`config.mk`:
```
export PLATFORM = sky130hd
export DESIGN_NAME = decimal_residue_prime_test_unit_flat
export DESIGN_NICKNAME = d
export VERILOG_FILES = /design/src/rtl/drpt_pkg.sv /design/src/rtl/drpt_if.sv /design/src/rtl/drpt_addmod.sv /design/src/rtl/decimal_residue_prime_test_unit.sv /design/src/flat_wrapper.sv
export SDC_FILE = /design/constraint.sdc
export NUM_CORES = 1
export LEC_CHECK = 0
export BUFFER_PORTS_ARGS = -buffer_cell sky130_fd_sc_hd__buf_4
export CAP_MARGIN = 5
export CORE_ASPECT_RATIO = 2
export CORE_MARGIN = 1.5
export CORE_UTILIZATION = 55
export CTS_BUF_LIST = sky130_fd_sc_hd__clkbuf_4 sky130_fd_sc_hd__clkbuf_8
export DETAILED_ROUTE_END_ITERATION = 12
export HOLD_SLACK_MARGIN = 0.15
export PLACE_DENSITY = 0.71
export SLEW_MARGIN = 15
export SYNTH_ARGS = -nofsm -noshare
export SYNTH_HDL_FRONTEND = slang
export SYNTH_SLANG_ARGS = --single-unit
```
`constraint.sdc`:
```
create_clock -name clock -period 9.7 [get_ports clock]
set_input_delay 1.94 -clock clock [delete_from_list [all_inputs] [get_ports clock]]
set_output_delay 1.94 -clock clock [all_outputs]
set_load 0.005 [all_outputs]
```
`src/rtl/drpt_pkg.sv`:
```
// shared types and constants of the decimal residue prime test block
package drpt_pkg;

   localparam int DIGIT_W   = 4;
   localparam int RESIDUE_W = 32;
   localparam int CSR_W     = 32;

   localparam logic [CSR_W-1:0] MODULUS_RESET = 32'd1000000007;

   // digit fold: 10*r+d < 32*n, so subtract n<<4 down to n<<0
   localparam int                 RED_CNT_W     = 3;
   localparam logic [RED_CNT_W-1:0] RED_SHIFT_TOP = 3'd4;

   typedef enum logic [3:0] {
      ST_IDLE,
      ST_FOLD,
      ST_LOAD,
      ST_REDUCE,
      ST_CHECK,
      ST_STRIP,
      ST_EXP_STEP,
      ST_MUL_DBL,
      ST_MUL_ADD,
      ST_MUL_END,
      ST_XCHECK,
      ST_EMIT
   } phase_type;

   typedef enum logic [1:0] {
      MUL_PROD,
      MUL_BASE,
      MUL_SQ
   } mul_op_type;

endpackage

```
`src/rtl/drpt_if.sv`:
```
// valid/ready channel interfaces for digits, results and the modulus register
interface drpt_req_if;
   import drpt_pkg::*;
   logic               valid;
   logic               ready;
   logic [DIGIT_W-1:0] digit;
   logic               last;
   modport source (output valid, output digit, output last, input ready);
   modport sink (input valid, input digit, input last, output ready);
endinterface

interface drpt_rsp_if;
   import drpt_pkg::*;
   logic                 valid;
   logic                 ready;
   logic [RESIDUE_W-1:0] residue;
   logic                 is_prime;
   modport source (output valid, output residue, output is_prime, input ready);
   modport sink (input valid, input residue, input is_prime, output ready);
endinterface

interface drpt_csr_if;
   import drpt_pkg::*;
   logic             valid;
   logic             ready;
   logic [CSR_W-1:0] data;
   modport source (output valid, output data, input ready);
   modport sink (input valid, input data, output ready);
endinterface

```
`src/rtl/drpt_addmod.sv`:
```
// shared add and conditional subtract unit: z = x+y, minus m when that sum reaches m
module drpt_addmod #(
   parameter int WIDTH = 36
) (
   input  logic [WIDTH-1:0] x,
   input  logic [WIDTH-1:0] y,
   input  logic [WIDTH-1:0] m,
   output logic [WIDTH-1:0] z
);

   logic [WIDTH:0] sum;
   logic [WIDTH:0] diff;
   logic           ge;

   assign sum  = {1'b0, x} + {1'b0, y};
   assign ge   = (sum >= {1'b0, m});
   assign diff = sum - {1'b0, m};
   assign z    = ge ? diff[WIDTH-1:0] : sum[WIDTH-1:0];

endmodule

```
`src/rtl/decimal_residue_prime_test_unit.sv`:
```
// top level: decimal digit residue reduction and base-2 strong probable-prime test
//
// Digits arrive one beat at a time, most significant first, and the block keeps
// (residue*10 + digit) mod modulus, with a modulus of zero acting as one. A
// digit beat is taken, residue*10+digit is formed and five compare-subtract
// steps run against modulus<<4 down to modulus<<0. If the stored residue is
// not below the modulus (the register was rewritten in the middle of a
// number) it is first folded bit by bit.
// The beat marked last starts the test on the residue n: values up to 4 are
// settled at once; otherwise n-1 = d*2^r is found one shift a cycle, 2^d mod n
// runs by square-and-multiply, and up to r-1 squarings follow. Each modular
// multiply is MSB-first shift-and-add on the one shared add/subtract unit,
// and a test needs at most about 2*MOD_WIDTH multiplies. The input is not
// ready while a number's digit or test is in progress. One result beat per
// number sits in an output register; a finished test waits only if the
// previous result has not been taken, and new digits are taken while a result
// waits. The modulus register is written on its own channel; the user must
// write it only while no digit or test is in progress, since the block
// itself does not enforce this.
module decimal_residue_prime_test_unit #(
   parameter int MOD_WIDTH = 32
) (
   input  logic      clock,
   input  logic      reset,
   drpt_req_if.sink   req_port,
   drpt_rsp_if.source rsp_port,
   drpt_csr_if.sink   csr_port
);
   import drpt_pkg::*;

   // value width during a digit step: 10*(2^W-1)+15 < 2^(W+4)
   localparam int VW = MOD_WIDTH + 4;
   localparam int BW = $clog2(MOD_WIDTH);
   localparam int RW = $clog2(MOD_WIDTH);

   // control state
   phase_type state_ff, state_in;
   logic      rsp_valid_ff, rsp_valid_in;

   // configuration and architectural residue
   logic [MOD_WIDTH-1:0] modulus_ff, modulus_in;
   logic [MOD_WIDTH-1:0] resid_ff, resid_in;

   // digit step
   logic [DIGIT_W-1:0]   digit_ff, digit_in;
   logic                 last_ff, last_in;
   logic [VW-1:0]        val_ff, val_in;
   logic [RED_CNT_W-1:0] red_cnt_ff, red_cnt_in;

   // primality test
   logic [MOD_WIDTH-1:0] n_ff, n_in;
   logic [MOD_WIDTH-1:0] exp_ff, exp_in;
   logic [RW-1:0]        r_ff, r_in;
   logic [MOD_WIDTH-1:0] base_ff, base_in;
   logic [MOD_WIDTH-1:0] prod_ff, prod_in;
   logic                 prime_ff, prime_in;

   // shift-and-add multiplier sequencing
   logic [MOD_WIDTH-1:0] acc_ff, acc_in;
   logic [MOD_WIDTH-1:0] mul_a_ff, mul_a_in;
   logic [MOD_WIDTH-1:0] mul_b_ff, mul_b_in;
   logic [BW-1:0]        bit_cnt_ff, bit_cnt_in;
   mul_op_type           mul_op_ff, mul_op_in;

   // result register
   logic [MOD_WIDTH-1:0] rsp_residue_ff, rsp_residue_in;
   logic                 rsp_prime_ff, rsp_prime_in;

   // shared unit
   logic [VW-1:0] unit_x, unit_y, unit_m, unit_z;

   // handy terms
   logic [MOD_WIDTH-1:0] nm;
   logic [MOD_WIDTH-1:0] n_minus1;
   logic                 req_fire;
   logic                 emit_free;
   logic                 bit_last;
   logic                 mul_top;
   logic                 few_sq;

   assign nm        = (modulus_ff == '0) ? MOD_WIDTH'(1) : modulus_ff;
   assign n_minus1  = n_ff - MOD_WIDTH'(1);
   assign req_fire  = req_port.valid && (state_ff == ST_IDLE);
   assign emit_free = !rsp_valid_ff || rsp_port.ready;
   assign bit_last  = (bit_cnt_ff == '0);
   assign mul_top   = mul_b_ff[MOD_WIDTH-1];
   assign few_sq    = (r_ff <= RW'(1));

   // ports
   assign req_port.ready    = (state_ff == ST_IDLE);
   assign rsp_port.valid    = rsp_valid_ff;
   assign rsp_port.residue  = RESIDUE_W'(rsp_residue_ff);
   assign rsp_port.is_prime = rsp_prime_ff;
   assign csr_port.ready    = 1'b1;

   // operand selection for the shared add/subtract unit
   always_comb begin
      case (state_ff)
         ST_FOLD: begin
            // 2*acc + next bit, acc < n so one subtract is enough
            unit_x = VW'({acc_ff, mul_b_ff[MOD_WIDTH-1]});
            unit_y = '0;
            unit_m = VW'(nm);
         end
         ST_REDUCE: begin
            unit_x = val_ff;
            unit_y = '0;
            unit_m = VW'(nm) << red_cnt_ff;
         end
         ST_MUL_ADD: begin
            unit_x = VW'(acc_ff);
            unit_y = VW'(mul_a_ff);
            unit_m = VW'(n_ff);
         end
         default: begin
            // doubling step of the multiplier
            unit_x = VW'(acc_ff);
            unit_y = VW'(acc_ff);
            unit_m = VW'(n_ff);
         end
      endcase
   end

   drpt_addmod #(
      .WIDTH (VW)
   ) u_addmod (
      .x (unit_x),
      .y (unit_y),
      .m (unit_m),
      .z (unit_z)
   );

   // next state
   always_comb begin
      state_in = state_ff;
      case (state_ff)
         ST_IDLE: begin
            if (req_fire) begin
               state_in = (resid_ff >= nm) ? ST_FOLD : ST_LOAD;
            end
         end
         ST_FOLD: begin
            if (bit_last) begin
               state_in = ST_LOAD;
            end
         end
         ST_LOAD: state_in = ST_REDUCE;
         ST_REDUCE: begin
            if (red_cnt_ff == '0) begin
               state_in = last_ff ? ST_CHECK : ST_IDLE;
            end
         end
         ST_CHECK: state_in = (n_ff <= MOD_WIDTH'(4)) ? ST_EMIT : ST_STRIP;
         ST_STRIP: begin
            if (exp_ff[0]) begin
               state_in = ST_EXP_STEP;
            end
         end
         ST_EXP_STEP: state_in = (exp_ff == '0) ? ST_XCHECK : ST_MUL_DBL;
         ST_MUL_DBL: begin
            if (mul_top) begin
               state_in = ST_MUL_ADD;
            end else if (bit_last) begin
               state_in = ST_MUL_END;
            end
         end
         ST_MUL_ADD: state_in = bit_last ? ST_MUL_END : ST_MUL_DBL;
         ST_MUL_END: begin
            case (mul_op_ff)
               MUL_PROD: state_in = (exp_ff[MOD_WIDTH-1:1] == '0) ? ST_XCHECK : ST_MUL_DBL;
               MUL_BASE: state_in = ST_EXP_STEP;
               MUL_SQ:   state_in = (acc_ff == n_minus1 || few_sq) ? ST_EMIT : ST_MUL_DBL;
               default:  state_in = ST_IDLE;
            endcase
         end
         ST_XCHECK: begin
            if (prod_ff == MOD_WIDTH'(1) || prod_ff == n_minus1 || few_sq) begin
               state_in = ST_EMIT;
            end else begin
               state_in = ST_MUL_DBL;
            end
         end
         ST_EMIT: begin
            if (emit_free) begin
               state_in = ST_IDLE;
            end
         end
         default: state_in = ST_IDLE;
      endcase
   end

   // datapath and outputs
   always_comb begin
      modulus_in     = modulus_ff;
      resid_in       = resid_ff;
      digit_in       = digit_ff;
      last_in        = last_ff;
      val_in         = val_ff;
      red_cnt_in     = red_cnt_ff;
      n_in           = n_ff;
      exp_in         = exp_ff;
      r_in           = r_ff;
      base_in        = base_ff;
      prod_in        = prod_ff;
      prime_in       = prime_ff;
      acc_in         = acc_ff;
      mul_a_in       = mul_a_ff;
      mul_b_in       = mul_b_ff;
      bit_cnt_in     = bit_cnt_ff;
      mul_op_in      = mul_op_ff;
      rsp_residue_in = rsp_residue_ff;
      rsp_prime_in   = rsp_prime_ff;
      rsp_valid_in   = rsp_valid_ff && !rsp_port.ready;

      if (csr_port.valid) begin
         modulus_in = csr_port.data[MOD_WIDTH-1:0];
      end

      case (state_ff)
         ST_IDLE: begin
            if (req_fire) begin
               digit_in   = req_port.digit;
               last_in    = req_port.last;
               // fold setup, used only when the residue is out of range
               acc_in     = '0;
               mul_b_in   = resid_ff;
               bit_cnt_in = BW'(MOD_WIDTH - 1);
            end
         end
         ST_FOLD: begin
            acc_in     = unit_z[MOD_WIDTH-1:0];
            mul_b_in   = mul_b_ff << 1;
            bit_cnt_in = bit_cnt_ff - BW'(1);
            if (bit_last) begin
               resid_in = unit_z[MOD_WIDTH-1:0];
            end
         end
         ST_LOAD: begin
            // residue*10 + digit as two shifts and two adds
            val_in     = (VW'(resid_ff) << 3) + (VW'(resid_ff) << 1) + VW'(digit_ff);
            red_cnt_in = RED_SHIFT_TOP;
         end
         ST_REDUCE: begin
            val_in     = unit_z;
            red_cnt_in = red_cnt_ff - RED_CNT_W'(1);
            if (red_cnt_ff == '0) begin
               if (last_ff) begin
                  resid_in = '0;
                  n_in     = unit_z[MOD_WIDTH-1:0];
               end else begin
                  resid_in = unit_z[MOD_WIDTH-1:0];
               end
            end
         end
         ST_CHECK: begin
            // 2 and 3 are prime; 0, 1 and 4 are not
            prime_in = (n_ff == MOD_WIDTH'(2)) || (n_ff == MOD_WIDTH'(3));
            exp_in   = n_minus1;
            r_in     = '0;
         end
         ST_STRIP: begin
            if (!exp_ff[0]) begin
               exp_in = exp_ff >> 1;
               r_in   = r_ff + RW'(1);
            end else begin
               base_in = MOD_WIDTH'(2);
               prod_in = MOD_WIDTH'(1);
            end
         end
         ST_EXP_STEP: begin
            if (exp_ff != '0) begin
               acc_in     = '0;
               bit_cnt_in = BW'(MOD_WIDTH - 1);
               if (exp_ff[0]) begin
                  mul_a_in  = prod_ff;
                  mul_b_in  = base_ff;
                  mul_op_in = MUL_PROD;
               end else begin
                  exp_in    = exp_ff >> 1;
                  mul_a_in  = base_ff;
                  mul_b_in  = base_ff;
                  mul_op_in = MUL_BASE;
               end
            end
         end
         ST_MUL_DBL: begin
            acc_in = unit_z[MOD_WIDTH-1:0];
            if (!mul_top) begin
               mul_b_in   = mul_b_ff << 1;
               bit_cnt_in = bit_cnt_ff - BW'(1);
            end
         end
         ST_MUL_ADD: begin
            acc_in     = unit_z[MOD_WIDTH-1:0];
            mul_b_in   = mul_b_ff << 1;
            bit_cnt_in = bit_cnt_ff - BW'(1);
         end
         ST_MUL_END: begin
            case (mul_op_ff)
               MUL_PROD: begin
                  prod_in = acc_ff;
                  exp_in  = exp_ff >> 1;
                  // square the base only if exponent bits remain
                  acc_in     = '0;
                  mul_a_in   = base_ff;
                  mul_b_in   = base_ff;
                  bit_cnt_in = BW'(MOD_WIDTH - 1);
                  mul_op_in  = MUL_BASE;
               end
               MUL_BASE: base_in = acc_ff;
               MUL_SQ: begin
                  prod_in = acc_ff;
                  if (acc_ff == n_minus1) begin
                     prime_in = 1'b1;
                  end else if (few_sq) begin
                     prime_in = 1'b0;
                  end else begin
                     r_in       = r_ff - RW'(1);
                     acc_in     = '0;
                     mul_a_in   = acc_ff;
                     mul_b_in   = acc_ff;
                     bit_cnt_in = BW'(MOD_WIDTH - 1);
                     mul_op_in  = MUL_SQ;
                  end
               end
               default: prime_in = 1'b0;
            endcase
         end
         ST_XCHECK: begin
            if (prod_ff == MOD_WIDTH'(1) || prod_ff == n_minus1) begin
               prime_in = 1'b1;
            end else if (few_sq) begin
               prime_in = 1'b0;
            end else begin
               r_in       = r_ff - RW'(1);
               acc_in     = '0;
               mul_a_in   = prod_ff;
               mul_b_in   = prod_ff;
               bit_cnt_in = BW'(MOD_WIDTH - 1);
               mul_op_in  = MUL_SQ;
            end
         end
         ST_EMIT: begin
            if (emit_free) begin
               rsp_residue_in = n_ff;
               rsp_prime_in   = prime_ff;
               rsp_valid_in   = 1'b1;
            end
         end
         default: begin
            rsp_prime_in = rsp_prime_ff;
         end
      endcase
   end

   always_ff @(posedge clock) begin
      if (reset) begin
         state_ff     <= ST_IDLE;
         rsp_valid_ff <= 1'b0;
         modulus_ff   <= MODULUS_RESET[MOD_WIDTH-1:0];
         resid_ff     <= '0;
      end else begin
         state_ff     <= state_in;
         rsp_valid_ff <= rsp_valid_in;
         modulus_ff   <= modulus_in;
         resid_ff     <= resid_in;
      end
      digit_ff       <= digit_in;
      last_ff        <= last_in;
      val_ff         <= val_in;
      red_cnt_ff     <= red_cnt_in;
      n_ff           <= n_in;
      exp_ff         <= exp_in;
      r_ff           <= r_in;
      base_ff        <= base_in;
      prod_ff        <= prod_in;
      prime_ff       <= prime_in;
      acc_ff         <= acc_in;
      mul_a_ff       <= mul_a_in;
      mul_b_ff       <= mul_b_in;
      bit_cnt_ff     <= bit_cnt_in;
      mul_op_ff      <= mul_op_in;
      rsp_residue_ff <= rsp_residue_in;
      rsp_prime_ff   <= rsp_prime_in;
   end

   // multiplier operands stay reduced below the test value
   a_mul_reduced: assert property (@(posedge clock) disable iff (reset)
      (state_ff == ST_MUL_DBL || state_ff == ST_MUL_ADD) |->
         (acc_ff < n_ff && mul_a_ff < n_ff))
      else $error("multiplier operand not reduced");

   // the digit step starts from a residue below the modulus
   a_load_in_range: assert property (@(posedge clock) disable iff (reset)
      (state_ff == ST_LOAD) |-> (resid_ff < nm))
      else $error("residue out of range at digit load");

   // five compare-subtract steps leave a fully reduced value
   a_reduce_done: assert property (@(posedge clock) disable iff (reset)
      (state_ff == ST_REDUCE && red_cnt_ff == '0) |-> (unit_z < VW'(nm)))
      else $error("digit reduction incomplete");

   // a loaded result is valid and never calls an even value above two prime
   a_result_sane: assert property (@(posedge clock) disable iff (reset)
      (state_ff == ST_EMIT && emit_free) |=>
         (rsp_valid_ff && (!rsp_prime_ff || rsp_residue_ff[0]
                           || rsp_residue_ff == MOD_WIDTH'(2))))
      else $error("bad result loaded");

endmodule

```
`src/flat_wrapper.sv`:
```
// flat-port wrapper written by rule: the top's interface ports become plain ports
module decimal_residue_prime_test_unit_flat import drpt_pkg::*;
#(
   parameter int MOD_WIDTH = 32
)
  (clock, reset, req_port_valid, req_port_digit, req_port_last, req_port_ready, rsp_port_valid, rsp_port_residue, rsp_port_is_prime, rsp_port_ready, csr_port_valid, csr_port_data, csr_port_ready);
  drpt_req_if req_port_i ();
  drpt_rsp_if rsp_port_i ();
  drpt_csr_if csr_port_i ();
  input  logic clock;
  input  logic reset;
  input wire logic [$bits(req_port_i.valid)-1:0] req_port_valid;
  input wire logic [$bits(req_port_i.digit)-1:0] req_port_digit;
  input wire logic [$bits(req_port_i.last)-1:0] req_port_last;
  output wire logic [$bits(req_port_i.ready)-1:0] req_port_ready;
  output wire logic [$bits(rsp_port_i.valid)-1:0] rsp_port_valid;
  output wire logic [$bits(rsp_port_i.residue)-1:0] rsp_port_residue;
  output wire logic [$bits(rsp_port_i.is_prime)-1:0] rsp_port_is_prime;
  input wire logic [$bits(rsp_port_i.ready)-1:0] rsp_port_ready;
  input wire logic [$bits(csr_port_i.valid)-1:0] csr_port_valid;
  input wire logic [$bits(csr_port_i.data)-1:0] csr_port_data;
  output wire logic [$bits(csr_port_i.ready)-1:0] csr_port_ready;
  assign req_port_i.valid = req_port_valid;
  assign req_port_i.digit = req_port_digit;
  assign req_port_i.last = req_port_last;
  assign req_port_ready = req_port_i.ready;
  assign rsp_port_valid = rsp_port_i.valid;
  assign rsp_port_residue = rsp_port_i.residue;
  assign rsp_port_is_prime = rsp_port_i.is_prime;
  assign rsp_port_i.ready = rsp_port_ready;
  assign csr_port_i.valid = csr_port_valid;
  assign csr_port_i.data = csr_port_data;
  assign csr_port_ready = csr_port_i.ready;
  decimal_residue_prime_test_unit #(.MOD_WIDTH(MOD_WIDTH)) u_core (.clock(clock), .reset(reset), .req_port(req_port_i), .rsp_port(rsp_port_i), .csr_port(csr_port_i));
endmodule
```
Word-level counts from Yosys, hierarchy flattened
Index checks and enable logic that the tools add are counted.
Operators by class
  $add $sub $neg: 9
  order comparisons: 4
  shift-type cells: 1
  muxes and demuxes: 85
  equality and inequality tests: 38
  reductions and logical operators: 47
Operators by type and width (count)
  $mux 32: 25
  $pmux 32 s2: 6
  $pmux 36 s2: 3
  $pmux 32 s6: 1
  $pmux 32 s5: 1
  $pmux 32 s4: 1
  $pmux 32 s3: 1
  $eq 32x2->1 const B: 2
  $eq 32x32->1: 2
  $logic_not 32->1: 2
  $mux 5: 11
  $mux 4: 13
  $pmux 4 s12: 1
  $add 36x32->37: 1
  $ge 37x36->1: 1
  $add 35x33->36: 1
  $add 36x4->36: 1
  $mux 36: 1
  $shl 32x3->36: 1
  $sub 36x36->36: 1
  $eq 32x1->1 const B: 1
  $ge 32x32->1: 1
  $le 32x3->1 const B: 1
  $reduce_bool 32->1: 1
  50 further kinds: 104
Storage, ports and cells
  output and inout bits: 36
  logic and storage cells: 206
  input bits: 42
  flip-flop bits (word level): 383

Logic depth before layout (Yosys ltp)
  depth after elaboration: 9
  mapped depth: 34
  depth with buffers taken out: 29

Modules after synthesis
A second synthesis with hierarchy kept.
Unflattened totals
  cells, all modules: 2943
  area, all modules: 28061.9 sq um
By module, submodules not included
  decimal_residue_prime_test_unit: sequential area each 10810.4 sq um, cells each 2305, instances 1, area an instance 23447.5 sq um
  drpt_addmod: sequential area each 0.0 sq um, cells each 638, instances 1, area an instance 4614.4 sq um

Least setup slack after synthesis
Ideal clock, no wire load.
  kind: flip-flop to flip-flop
  start: reg u_core.state_ff[1]
  end: reg u_core.acc_ff[1] (data pin)
  period minus slack after synthesis: 8191 ps
  slack: 1509 ps
  library setup time: 272 ps
  data required time: 9428 ps
  arrival time: 7920 ps
  path buffers: 5
  stages on the path, launching flop included: 23
  cell sequence: dfxtp_1 buf_2 inv_1 nor3_1 nand2_1 nor2_1 clkbuf_1 buf_1 a22o_1 o22ai_1 ha_1 a211o_1 nor3_1 nand3_1 a31oi_1 o31ai_1 a221oi_2 o221ai_2 a211o_1 buf_4 buf_2 a21oi_1 o21ai_0
On the way
  word-level cells in the longest chain between the ends: 7
  elaborated cells between the ends (all ways): 18
  classes of those cells: add/sub: 2; order compare: 1; eq/ne: 7; mux: 5; reduce/logical: 3
RTL lines
  start: declaration: RTL line decimal_residue_prime_test_unit.sv:37  | phase_type state_ff, state_in;
  start signal: assignment: RTL line decimal_residue_prime_test_unit.sv:363  | state_ff <= state_in;
  $eq 4x1->1 / $eq 4x2->1 (equally long branches): RTL line decimal_residue_prime_test_unit.sv:98, decimal_residue_prime_test_unit.sv:219
  $reduce_or 2->1 (no line)
  $pmux 32 s2: RTL line decimal_residue_prime_test_unit.sv:98  | case (state_ff)
  $add 36x32->37: RTL line drpt_addmod.sv:15  | assign sum = {1'b0, x} + {1'b0, y};
  $sub 36x36->36 / $ge 37x36->1 (equally long branches): RTL line drpt_addmod.sv:17, drpt_addmod.sv:16
  $mux 36: RTL line drpt_addmod.sv:18  | assign z = ge ? diff[WIDTH-1:0] : sum[WIDTH-1:0];
  $pmux 32 s5 (*): RTL line decimal_residue_prime_test_unit.sv:219  | case (state_ff)
  via u_core.acc_in[1]: RTL line decimal_residue_prime_test_unit.sv:59  | logic [MOD_WIDTH-1:0] acc_ff, acc_in;
  end signal: assignment: RTL line decimal_residue_prime_test_unit.sv:378  | acc_ff <= acc_in;
  end: declaration: RTL line decimal_residue_prime_test_unit.sv:59
Mark *: on every way through the listed nets, which the timed path passes. The rest lies on a longest branch.
A chain may end at the register's enable or synchronous reset.

Worst setup path after layout
  start: reg u_core.state_ff[3]
  end: reg u_core.acc_ff[7] (data pin)
On the way
  word-level cells in the longest chain between the ends: 7
  elaborated cells between the ends (all ways): 18
  classes of those cells: add/sub: 2; order compare: 1; eq/ne: 7; mux: 5; reduce/logical: 3
RTL lines
  $eq 4x1->1 / $eq 4x2->1 (equally long branches): RTL line decimal_residue_prime_test_unit.sv:98
  $reduce_or 2->1 (no line)
  $pmux 32 s2: RTL line decimal_residue_prime_test_unit.sv:98
  $add 36x32->37: RTL line drpt_addmod.sv:15
  $sub 36x36->36 / $ge 37x36->1 (equally long branches): RTL line drpt_addmod.sv:17, drpt_addmod.sv:16
  $mux 36 (*): RTL line drpt_addmod.sv:18
  via u_core.u_addmod.z[7]: RTL line drpt_addmod.sv:8  | output logic [WIDTH-1:0] z
  $pmux 32 s5 (*): RTL line decimal_residue_prime_test_unit.sv:219
  via u_core.acc_in[7]: RTL line decimal_residue_prime_test_unit.sv:59
Marked as above.

==> results.json <==
{
  "fin_crit_ns": 8.92,
  "finClkSkew_ns": 0.0476,
  "fin_setup_tns_ns": 0,
  "leakage_uw": 0.0115,
  "tightest_slew_ns": 1.20,
  "wl_um": 98400,
  "yosys.area.top_type_share_pct": 35.2,
  "drive_above_1_share_pct": 10.8,
  "die_w_um": 159,
  "worstSetupPathType": "flop to flop",
  "yosys_register_bits": 383,
  "cpPeakStageDelay_ns": 0.84,
  "critPathTopFamily": "compound AO/OA/AOI/OAI gates",
  "finalSetupViolCount": 0,
  "via_count": 23500,
  "cts_tree": "done",
  "vdd_drop_max_v": 0.000510,
  "dpl_cell_area_mm2": 0.0280,
  "fp.coreArea_mm2": 0.0482,
  "fin_nets": 3035,
  "ctsResizeCount": 0,
  "dieArea_mm2": 0.0502,
  "root_buffer": "clkbuf_8",
  "cts_made_buffers": 55,
  "use_met3_pct": 4.99,
  "yosysUniqueCellTypes": 88,
  "ys_async_sr_fraction_pct": 0,
  "place_hpwl_um": 76200,
  "netlist_area_mm2": 0.0268,
  "max_freq_mhz": 112,
  "ys_top_cells_by_count": "edfxtp_1 (314), o21ai_0 (293), nand2_1 (292), nor2_1 (196), ha_1 (173)",
  "hp-class": "flop to flop",
  "fill_cells": 4264,
  "cts_buffer_depth": 3,
  "post-cts-setup-buffer-count": 0,
  "critPathLaunchType": "flop",
  "hold_viol": 0,
  "die_h_um": 315,
  "use_met1_pct": 42.5,
  "fp-row-count": 114,
  "drv_cap": 0,
  "wl_per_cell_um": 28.1,
  "antenna_found_initial": 1,
  "grt_most_used_layer": "met2",
  "drv_slew": 0,
  "yosys_warnings": 0,
  "drt-initial-drc-count": 2421,
  "drc": 0,
  "powerDensity_mw_per_mm2": 397,
  "holdBufCountCts": 0,
  "clk_pin_slew_ns": 0.07,
  "yosysTopAreaCell": "edfxtp_1",
  "cp_slowest_cell": "a211o_2",
  "post-synth-top-count-cell": "edfxtp_1",
  "cp-end-kind": "flop",
  "initial_core_util_pct": 55.6,
  "detail-route-antenna-nets": 0,
  "rsz0062_at_grt": "false",
  "overflow": 0,
  "synth_flop_cell": "edfxtp_1",
  "portBuffers": 76,
  "period_share_pct": 92.0,
  "path_buf_inv": 2,
  "grt_max_degree": 66,
  "htree_levels": 2,
  "synth.area.top_cells": "edfxtp_1 (35%), ha_1 (8.1%), o21ai_0 (5.5%)",
  "status": "completed",
  "use_met2_pct": 69.8,
  "hold_slack_ns": 0.471,
  "crit_fanout": 65,
  "grt_first_pass_wirelength_um": 145000,
  "synthCells": 2795,
  "flow.area_growth_from_synthesis_pct": 9.08,
  "cp.required_ns": 10.10,
  "grt_pass1_vias": 23500,
  "synth_edf_count": 314,
  "cp.arrival_ns": 9.32,
  "first_pass_iters": 8,
  "ys_seq_area_share_pct": 40.3,
  "grt_use_total_pct": 38.8,
  "synth.avg_cell_area_um2": 9.60,
  "viasPerCell": 6.70,
  "relSlewSlack_pct": 19.3,
  "synth_nets": 3014,
  "final_core_util_pct": 60.7,
  "clock_latency_ns": 0.68,
  "ios": 78,
  "gp_congestion": 1.06,
  "cts.sinks": 383,
  "final_area_mm2": 0.0293
}
==> path summary, 6_finish.rpt <==
kind	endpoint	cells after the start	startpoint	slack, ns
setup / recovery	u_core.acc_ff[7]$_DFFE_PP_	26	u_core.state_ff[3]$_SDFFE_PP0P_	0.78
hold / removal	u_core.rsp_port.is_prime$_DFFE_PP_	0	u_core.prime_ff$_DFFE_PP_	0.47
hold reg to reg	u_core.rsp_port.is_prime$_DFFE_PP_	0	u_core.prime_ff$_DFFE_PP_	0.47
setup reg to reg	u_core.acc_ff[7]$_DFFE_PP_	26	u_core.state_ff[3]$_SDFFE_PP0P_	0.78
==> area by class of cell <==
cell class	count	area [um^2]	area share, %
Clock buffer	70	895	3.06
Clock inverter	31	344	1.18
Sequential cell	383	10800	37.0
Timing Repair Buffer	123	936	3.20
Antenna cell	2	5.00	0.0171
Tap cell	638	798	2.73
Inverter	106	398	1.36
Multi-Input combinational cell	2147	15100	51.5
==> power by group <==
group          internal [uW]  switching, uW  total, uW
combinational           2760           4770       7530
sequential              2300            309       2610
clock                    817            669       1490
==> cell usage in the layout, fill, tap and decap left out, drive strengths merged, types with 54 or more instances in the layout <==
| master | instances |
|---|---|
| a21oi | 132 |
| buf | 123 |
| clkbuf | 70 |
| dfxtp | 69 |
| edfxtp | 314 |
| ha | 173 |
| inv | 103 |
| mux2i | 106 |
| nand2 | 292 |
| nor2 | 197 |
| o21ai | 310 |
| xnor2 | 108 |
| xor2 | 54 |
==> worst register-to-register path, delay by kind of cell (launching register included) <==
family / cells / cell delay [ns]
multiplexers: 1 / 0.52
buffers and inverters: 2 / 0.55
AO/OA/AOI/OAI: 12 / 4.03
adder cells (fa/ha/maj): 2 / 0.74
XOR/XNOR: 1 / 0.14
AND/OR/NAND/NOR: 8 / 2.10
flip-flops: 1 / 0.61
==> kinds of logic after synthesis <==
group	Yosys count	share of synthesized area, %
buffers and inverters	265	3.82
AOI/OAI and AO/OA	846	20.4
and+or+nand+nor	812	14.6
adders and majority gates	177	8.37
other	1	0.0140
xor gates and xnor gates	172	6.14
DFF	383	40.3
muxes	139	6.35
==> registers in the layout, indices dropped and copies added (netlist names) <==
signal / cells
u_core.modulus_ff: 32
u_core.resid_ff: 32
u_core.rsp_port.residue: 32
u_core.red_cnt_ff: 3
u_core.n_ff: 32
u_core.mul_b_ff: 32
u_core.mul_op_ff: 2
u_core.rsp_port.valid: 1
u_core.r_ff: 5
u_core.prime_ff: 1
u_core.acc_ff: 32
u_core.digit_ff: 4
u_core.base_ff: 32
u_core.last_ff: 1
u_core.prod_ff: 32
u_core.exp_ff: 32
u_core.mul_a_ff: 32
u_core.val_ff: 36
u_core.bit_cnt_ff: 5
u_core.state_ff: 4
u_core.rsp_port.is_prime: 1
==> layer usage <==
metal  share of wire [%]  wire (um)  vias up
met3                 7.0       6880      306
met4                 7.7       7600        0
li1                    -          -    10600
met2                  50      49500     1242
met1                  35      34400    11300
met5                   0          0        -
==> stage by stage <==
stage	std cells	total power [uW]	setup slack (ns)
detailed placement	3397	9950	1.04
CTS	3498	11500	0.990
global route	3499	12300	0.358
finish	3500	11600	0.780
floorplan	2795	7960	1.51
global placement	3397	9820	1.15
(Power assumes the default switching activity.)
